--- src/sv/brb_pkg.sv ---
// ----------------------------------------------------------------------------
// Byte ring buffer package
// Sizes, codes and controller/datapath handshake types for the chunked
// byte ring buffer.
// ----------------------------------------------------------------------------
package brb_pkg;

  localparam int DEPTH    = 4096;
  localparam int MAX_READ = 64;
  localparam int RESERVE  = 2;

  localparam int IDX_W  = $clog2(DEPTH);
  localparam int CMD_W  = 2;
  localparam int BYTE_W = 8;
  localparam int LEN_W  = 13;
  localparam int STS_W  = 2;
  localparam int HELD_W = 12;
  localparam int RUN_W  = $clog2(MAX_READ + 1);
  localparam int CALC_W = ((LEN_W > IDX_W + 1) ? LEN_W : IDX_W + 1) + 1;

  typedef enum logic [CMD_W-1:0] {
    CMD_WRITE = 0,
    CMD_READ  = 1,
    CMD_PEEK  = 2
  } cmd_e;

  typedef enum logic [STS_W-1:0] {
    STS_DATA     = 0,
    STS_ACCEPTED = 1,
    STS_REJECTED = 2,
    STS_EMPTY    = 3
  } status_e;

  typedef struct packed {
    logic accept;
    logic start_run;
    logic issue_rd;
    logic load_byte;
  } ctrl_cmd_t;

  typedef struct packed {
    logic out_valid;
    logic run_req;
    logic pend;
    logic cnt_zero;
  } dp_status_t;

endpackage

--- src/sv/brb_ctrl.sv ---
// ----------------------------------------------------------------------------
// Byte ring buffer controller
// Accepts request items and sequences the byte reads of a read or peek run.
// ----------------------------------------------------------------------------
module brb_ctrl import brb_pkg::*; (
  input  logic       clk_i,
  input  logic       rst_ni,
  input  logic       in_valid_i,
  input  logic       out_ready_i,
  input  dp_status_t sts_i,
  output logic       in_ready_o,
  output ctrl_cmd_t  cmd_o
);

  typedef enum logic {
    S_IDLE,
    S_RUN
  } state_e;

  state_e state_q, state_d;
  logic   out_free;

  always_comb begin
    out_free   = !sts_i.out_valid || out_ready_i;
    cmd_o      = '0;
    in_ready_o = 1'b0;
    state_d    = state_q;
    unique case (state_q)
      S_IDLE: begin
        in_ready_o      = out_free;
        cmd_o.accept    = in_valid_i && out_free;
        cmd_o.start_run = cmd_o.accept && sts_i.run_req;
        if (cmd_o.start_run) begin
          state_d = S_RUN;
        end
      end
      S_RUN: begin
        cmd_o.load_byte = sts_i.pend && out_free;
        cmd_o.issue_rd  = !sts_i.cnt_zero && (!sts_i.pend || cmd_o.load_byte);
        if (cmd_o.load_byte && sts_i.cnt_zero) begin
          state_d = S_IDLE;
        end
      end
    endcase
  end

  always_ff @(posedge clk_i or negedge rst_ni) begin
    if (!rst_ni) begin
      state_q <= S_IDLE;
    end else begin
      state_q <= state_d;
    end
  end

endmodule

--- config.mk ---
export PLATFORM = sky130hd
export DESIGN_NAME = brb_ctrl
export DESIGN_NICKNAME = d
export VERILOG_FILES = /design/src/sv/brb_pkg.sv /design/src/sv/brb_ctrl.sv
export SDC_FILE = /design/constraint.sdc
export NUM_CORES = 1
export LEC_CHECK = 0
export ABC_AREA = 1
export BUFFER_PORTS_ARGS = -buffer_cell sky130_fd_sc_hd__buf_2
export CAP_MARGIN = 20
export CORE_AREA = 10 10 47 49
export DETAILED_ROUTE_END_ITERATION = 8
export DIE_AREA = 0 0 57 59
export GPL_TIMING_DRIVEN = 0
export PLACE_DENSITY = 0.3
export SETUP_SLACK_MARGIN = 0.15
export SLEW_MARGIN = 10
export SYNTH_ARGS = -nofsm -noshare
export SYNTH_HDL_FRONTEND = slang
export SYNTH_SLANG_ARGS = --single-unit
--- constraint.sdc ---
create_clock -name clk_i -period 0.8 [get_ports clk_i]
set_input_delay 0.08 -clock clk_i [delete_from_list [all_inputs] [get_ports clk_i]]
set_output_delay 0.08 -clock clk_i [all_outputs]
set_load 0.01 [all_outputs]
== Word level (Yosys, flattened, before mapping) ==
Cells that the tools add are included.
W data, S select, Z words.
Storage, ports and cells
  bits in latches: 0
  memory bits (writable): 0
  memories: 0
  bits in registers: 1
  output and inout port bits: 5
  bits of input ports: 8
  memory bits (read-only): 0
  logic and storage cells: 18
Operators by class
  $lt $le $gt $ge: 0
  reduce and logical (&&, ||, !) cells: 10
  add/sub/neg operators: 0
  equality and inequality tests: 0
  shifts and indexed selects: 0
  bitwise logic cells: 1
  multipliers: 0
  divide/modulo/power cells: 0
  muxes and demuxes: 6
Operators by type and width (count)
  $logic_and A1 B1 Y1: 5
  $mux W2: 2
  $logic_not A1 Y1: 3
  $mux W1: 3
  $logic_or A1 B1 Y1: 2
  $pmux W1 S2: 1
  $not A1 Y1: 1

== Logic depth before layout (Yosys ltp) ==
  word-level depth: 6
  depth in mapped cells: 5
  depth with buffers taken out: 5

== Worst setup path before layout ==
Ideal clock, no wire load.
  kind: register to output
  start point: register state_q
  end point: output cmd_o[2] (netlist bit)
  stages on the path, launching flop included: 4
  data required time: 720 ps
  setup slack: 72 ps
  data arrival time: 648 ps
  path buffers: 0
  cell sequence: dfrtp_1 -> inv_2 -> nand4_1 -> inv_1
RTL lines
  start: declaration: line brb_ctrl.sv:20  | state_e state_q, state_d;
  start signal: assignment: line brb_ctrl.sv:51  | state_q <= state_d;
  end: declaration: line brb_ctrl.sv:12  | output ctrl_cmd_t cmd_o

==> impl_summary.md <==
Pwr
Of the total power, the share spent switching nets is 0.401. The net load switching power is 0.0898 mW. The share of total power dissipated in the clock network is 0.

The share of total power dissipated in sequential elements is 0.347. The internal power of the cells totals between 0.1 and 0.15 mW. Of the total power, combinational logic draws 0.653. The ratio of total power to cell area is 1120 nW/um2. The cell leakage power is approximately 0.12 nW. VDD sags by at most 0.317 mV.

Setup path
In this design, the stage delay of the slowest critical-path cell is 390 ps. The slowest cell on the critical path is sky130_fd_sc_hd__dfrtp_1. For the worst setup path, the data required time is 720 ps. The endpoint identified for the worst register-to-register timing path is state_q.

The worst setup path is captured at a primary output. The most critical setup path has its startpoint at state_q. The launching point of the worst reg2reg path is state_q. The critical path data arrival time is 750 ps.

The peak fanout along the critical path is 4. Counting cells, the worst reg-to-reg path comes to 3. The setup check on the worst reg-to-reg path leaves a slack of 90 ps. The startpoint class of the critical path is a flop.

The worst setup path is of the reg2out kind. The critical path goes through inv_2 > nand4_1 > inv_1 > buf_6.

Die
Row generation in the floorplan step produced 14 rows. The width of the die is 57 um. The die is 59 um tall. The I/O pin count is 13.

The core area is 1400 um2. The die covers between 3000 and 4000 um2. The starting density of the core is 0.0696.

Run status
The final reports fail on setup timing. The flow ran to the end, but the final reports show violations.

Drt
Using the TritonRoute via totals, the vias-per-cell ratio works out to 3.23. After detailed routing, the number of remaining DRC violations is 0. The number of DRC markers after the initial detailed-route iteration is 2. The count of vias placed by the detailed router is between 150 and 200.

The detail-routed net length per standard cell is 8.79 um. The routed wire length is 413 um. The post-detailed-route count of antenna-violating nets is 0. The length of the first detailed-routing pass in iterations is 4.

Min path
The worst hold path terminates at state_q. The class of the tightest hold or removal check is in2reg. The startpoint identified for the worst hold timing path is sts_i[2]. The worst hold path was traced through 3 stages.

Cells and area
In the layout the commonest cells are 10 x sky130_fd_sc_hd__buf_2, 5 x sky130_fd_sc_hd__nand2_1, 3 x sky130_fd_sc_hd__nor2_1. The number of flip-flops under the largest register name is 1. The top register by number of flip-flops is state_q. The largest registers in the layout are state_q: 1 flops.

The library cell used most frequently in the layout, excluding fill and tap cells, is sky130_fd_sc_hd__buf_2. With fillers left out, the area of the finished cells amounts to around 200 um2. The share of post-route cells with drive strength above 1 is 0.484. From synthesis to final layout, the design area changed by 105%. In the final design database the tool counted 41 nets. 0 antenna diodes ended up in the layout.

STA
The worst pin sits at a relative slew slack of 0.906. The worst clock skew is 0 ps. The final-report hold violation count is 0. The maximum clock frequency is 1200 MHz. The final count of negative-setup-slack endpoints is 1. In the final timing run, aggregate negative setup slack is -34.5 ps. The number of max-slew violations in the final report was 0. At the pin with the least slew margin, the transition time is 141 ps. Setup repair after global routing could not meet its margin everywhere.

Of the available clock period, the critical path in the final layout requires 1.04. After layout, the worst setup slack is -34.5 ps. The post-route minimum period is 834 ps.

Logic synthesis
The mapped cell area is 97.6 um2. In this run the mean area of a mapped cell was roughly 5.4 um2. The net count after synthesis is 26. The Yosys warning count is 0.

The unique cell type count in the Yosys netlist is 9. Counting flops and latches in the post-synthesis netlist gives 1. The post-synthesis cell count is 18. Of the synthesized area, sequential elements account for 0.256.

Place
The placed cell area is approximately 180 um2. The half-perimeter wire length after placement is roughly 400 um. The final weighted congestion in routability-driven placement is 0.625. The quantity of I/O buffers inserted on ports is 12.

Prior to clock tree synthesis, the placed netlist has a worst setup slack of -57.7 ps.

GRT
The pin count of the biggest net entering global routing is 5. The initial antenna violation count came to 0. The global-route usage over all layers is 0.0229. The sum of overflow across all layers after global routing is 0. The via count of the first global-routing pass is 146. The first global-routing pass estimated ~660 um of wire.

Clock tree
Clock latency on the worst-skew pair, taken at its later pin, is 0 ps. The clock transition at the register clock pins on the worst setup and hold paths after CTS is 0 ps.

Job
Across the run, the number of max-cap violations was 0.
[area by class of cell]
cell class                      instances  area (um2)
Tap cell                               16        20.0
Multi-Input combinational cell         13        57.6
Timing Repair Buffer                   13        82.6
Inverter                                4        15.0
Sequential cell                         1        25.0
Fill cell                             174        1200
[cells by family after synthesis]
| kind of cell | Yosys count | synth area share |
|---|---|---|
| AOI/OAI and AO/OA | 1 | 0.0512 |
| buffers and inverters | 4 | 0.154 |
| DFF | 1 | 0.256 |
| and+or+nand+nor | 12 | 0.539 |
[metal layers]
metal  GRT usage  vias to the layer above  wire, um
met5           0                        -         0
met4           0                        0         0
met3      0.0150                        0        63
met2      0.0341                        8       165
met1      0.0284                       61       184
li1            -                       83         -
[power by group through the flow]
stage | Clock [mW] | Combinational (mW) | Sequential [mW]
after floorplan | 0 | 0.0708 | 0.0751
after global placement | 0 | 0.136 | 0.0782
after detailed placement | 0 | 0.135 | 0.0777
after CTS | 0 | 0.147 | 0.0776
after global routing | 0 | 0.166 | 0.0816
final | 0 | 0.146 | 0.0778
[critical path: cells and delay by family, from the launching register on]
kind | cells | cell delay (ps)
simple gates | 1 | 90
flops | 1 | 390
buf+inv | 3 | 270
[worst max path at each step]
stage                to  slack [ps]  cells after the start
2_1_floorplan  cmd_o[2]          70                      3
3_5_place_dp   cmd_o[2]         -60                      4
3_3_place_gp   cmd_o[2]         -60                      4
4_1_cts        cmd_o[2]         -50                      4
6_report       cmd_o[2]         -30                      4
5_1_grt        cmd_o[2]        -100                      4
[synth_stat cells]
master	n	area, um2
sky130_fd_sc_hd__nand2_2	1	6.26
sky130_fd_sc_hd__nand3_1	2	10.0
sky130_fd_sc_hd__nand2_1	5	18.8
sky130_fd_sc_hd__inv_2	1	3.75
sky130_fd_sc_hd__dfrtp_1	1	25.0
sky130_fd_sc_hd__inv_1	3	11.3
sky130_fd_sc_hd__nand4_1	1	6.26
sky130_fd_sc_hd__nor2_1	3	11.3
sky130_fd_sc_hd__a21oi_1	1	5.00
[repair_timing]
item / in CTS / in global routing
setup endpoints to repair: 6 / 6
hold buffers: 1 / 0
setup buffers: 0 / 0
pin swaps: 3 / 2
gates cloned: 0 / 0
resized for setup: 1 / 1
hold endpoints to repair: 1 / 0
[per-stage QoR]
| stage | instances | utilization | hold WS, ps | power (mW) |
|---|---|---|---|---|
| final | 47 | 0.143 | 369 | 0.224 |
| after global routing | 47 | 0.143 | 399 | 0.248 |
| after CTS | 47 | 0.138 | 377 | 0.225 |
| after detailed placement | 46 | 0.127 | -142 | 0.212 |
| after global placement | 46 | 0.127 | -144 | 0.214 |
| after floorplan | 18 | - | -216 | 0.146 |
No activity file was read; power rests on OpenSTA's default activity.
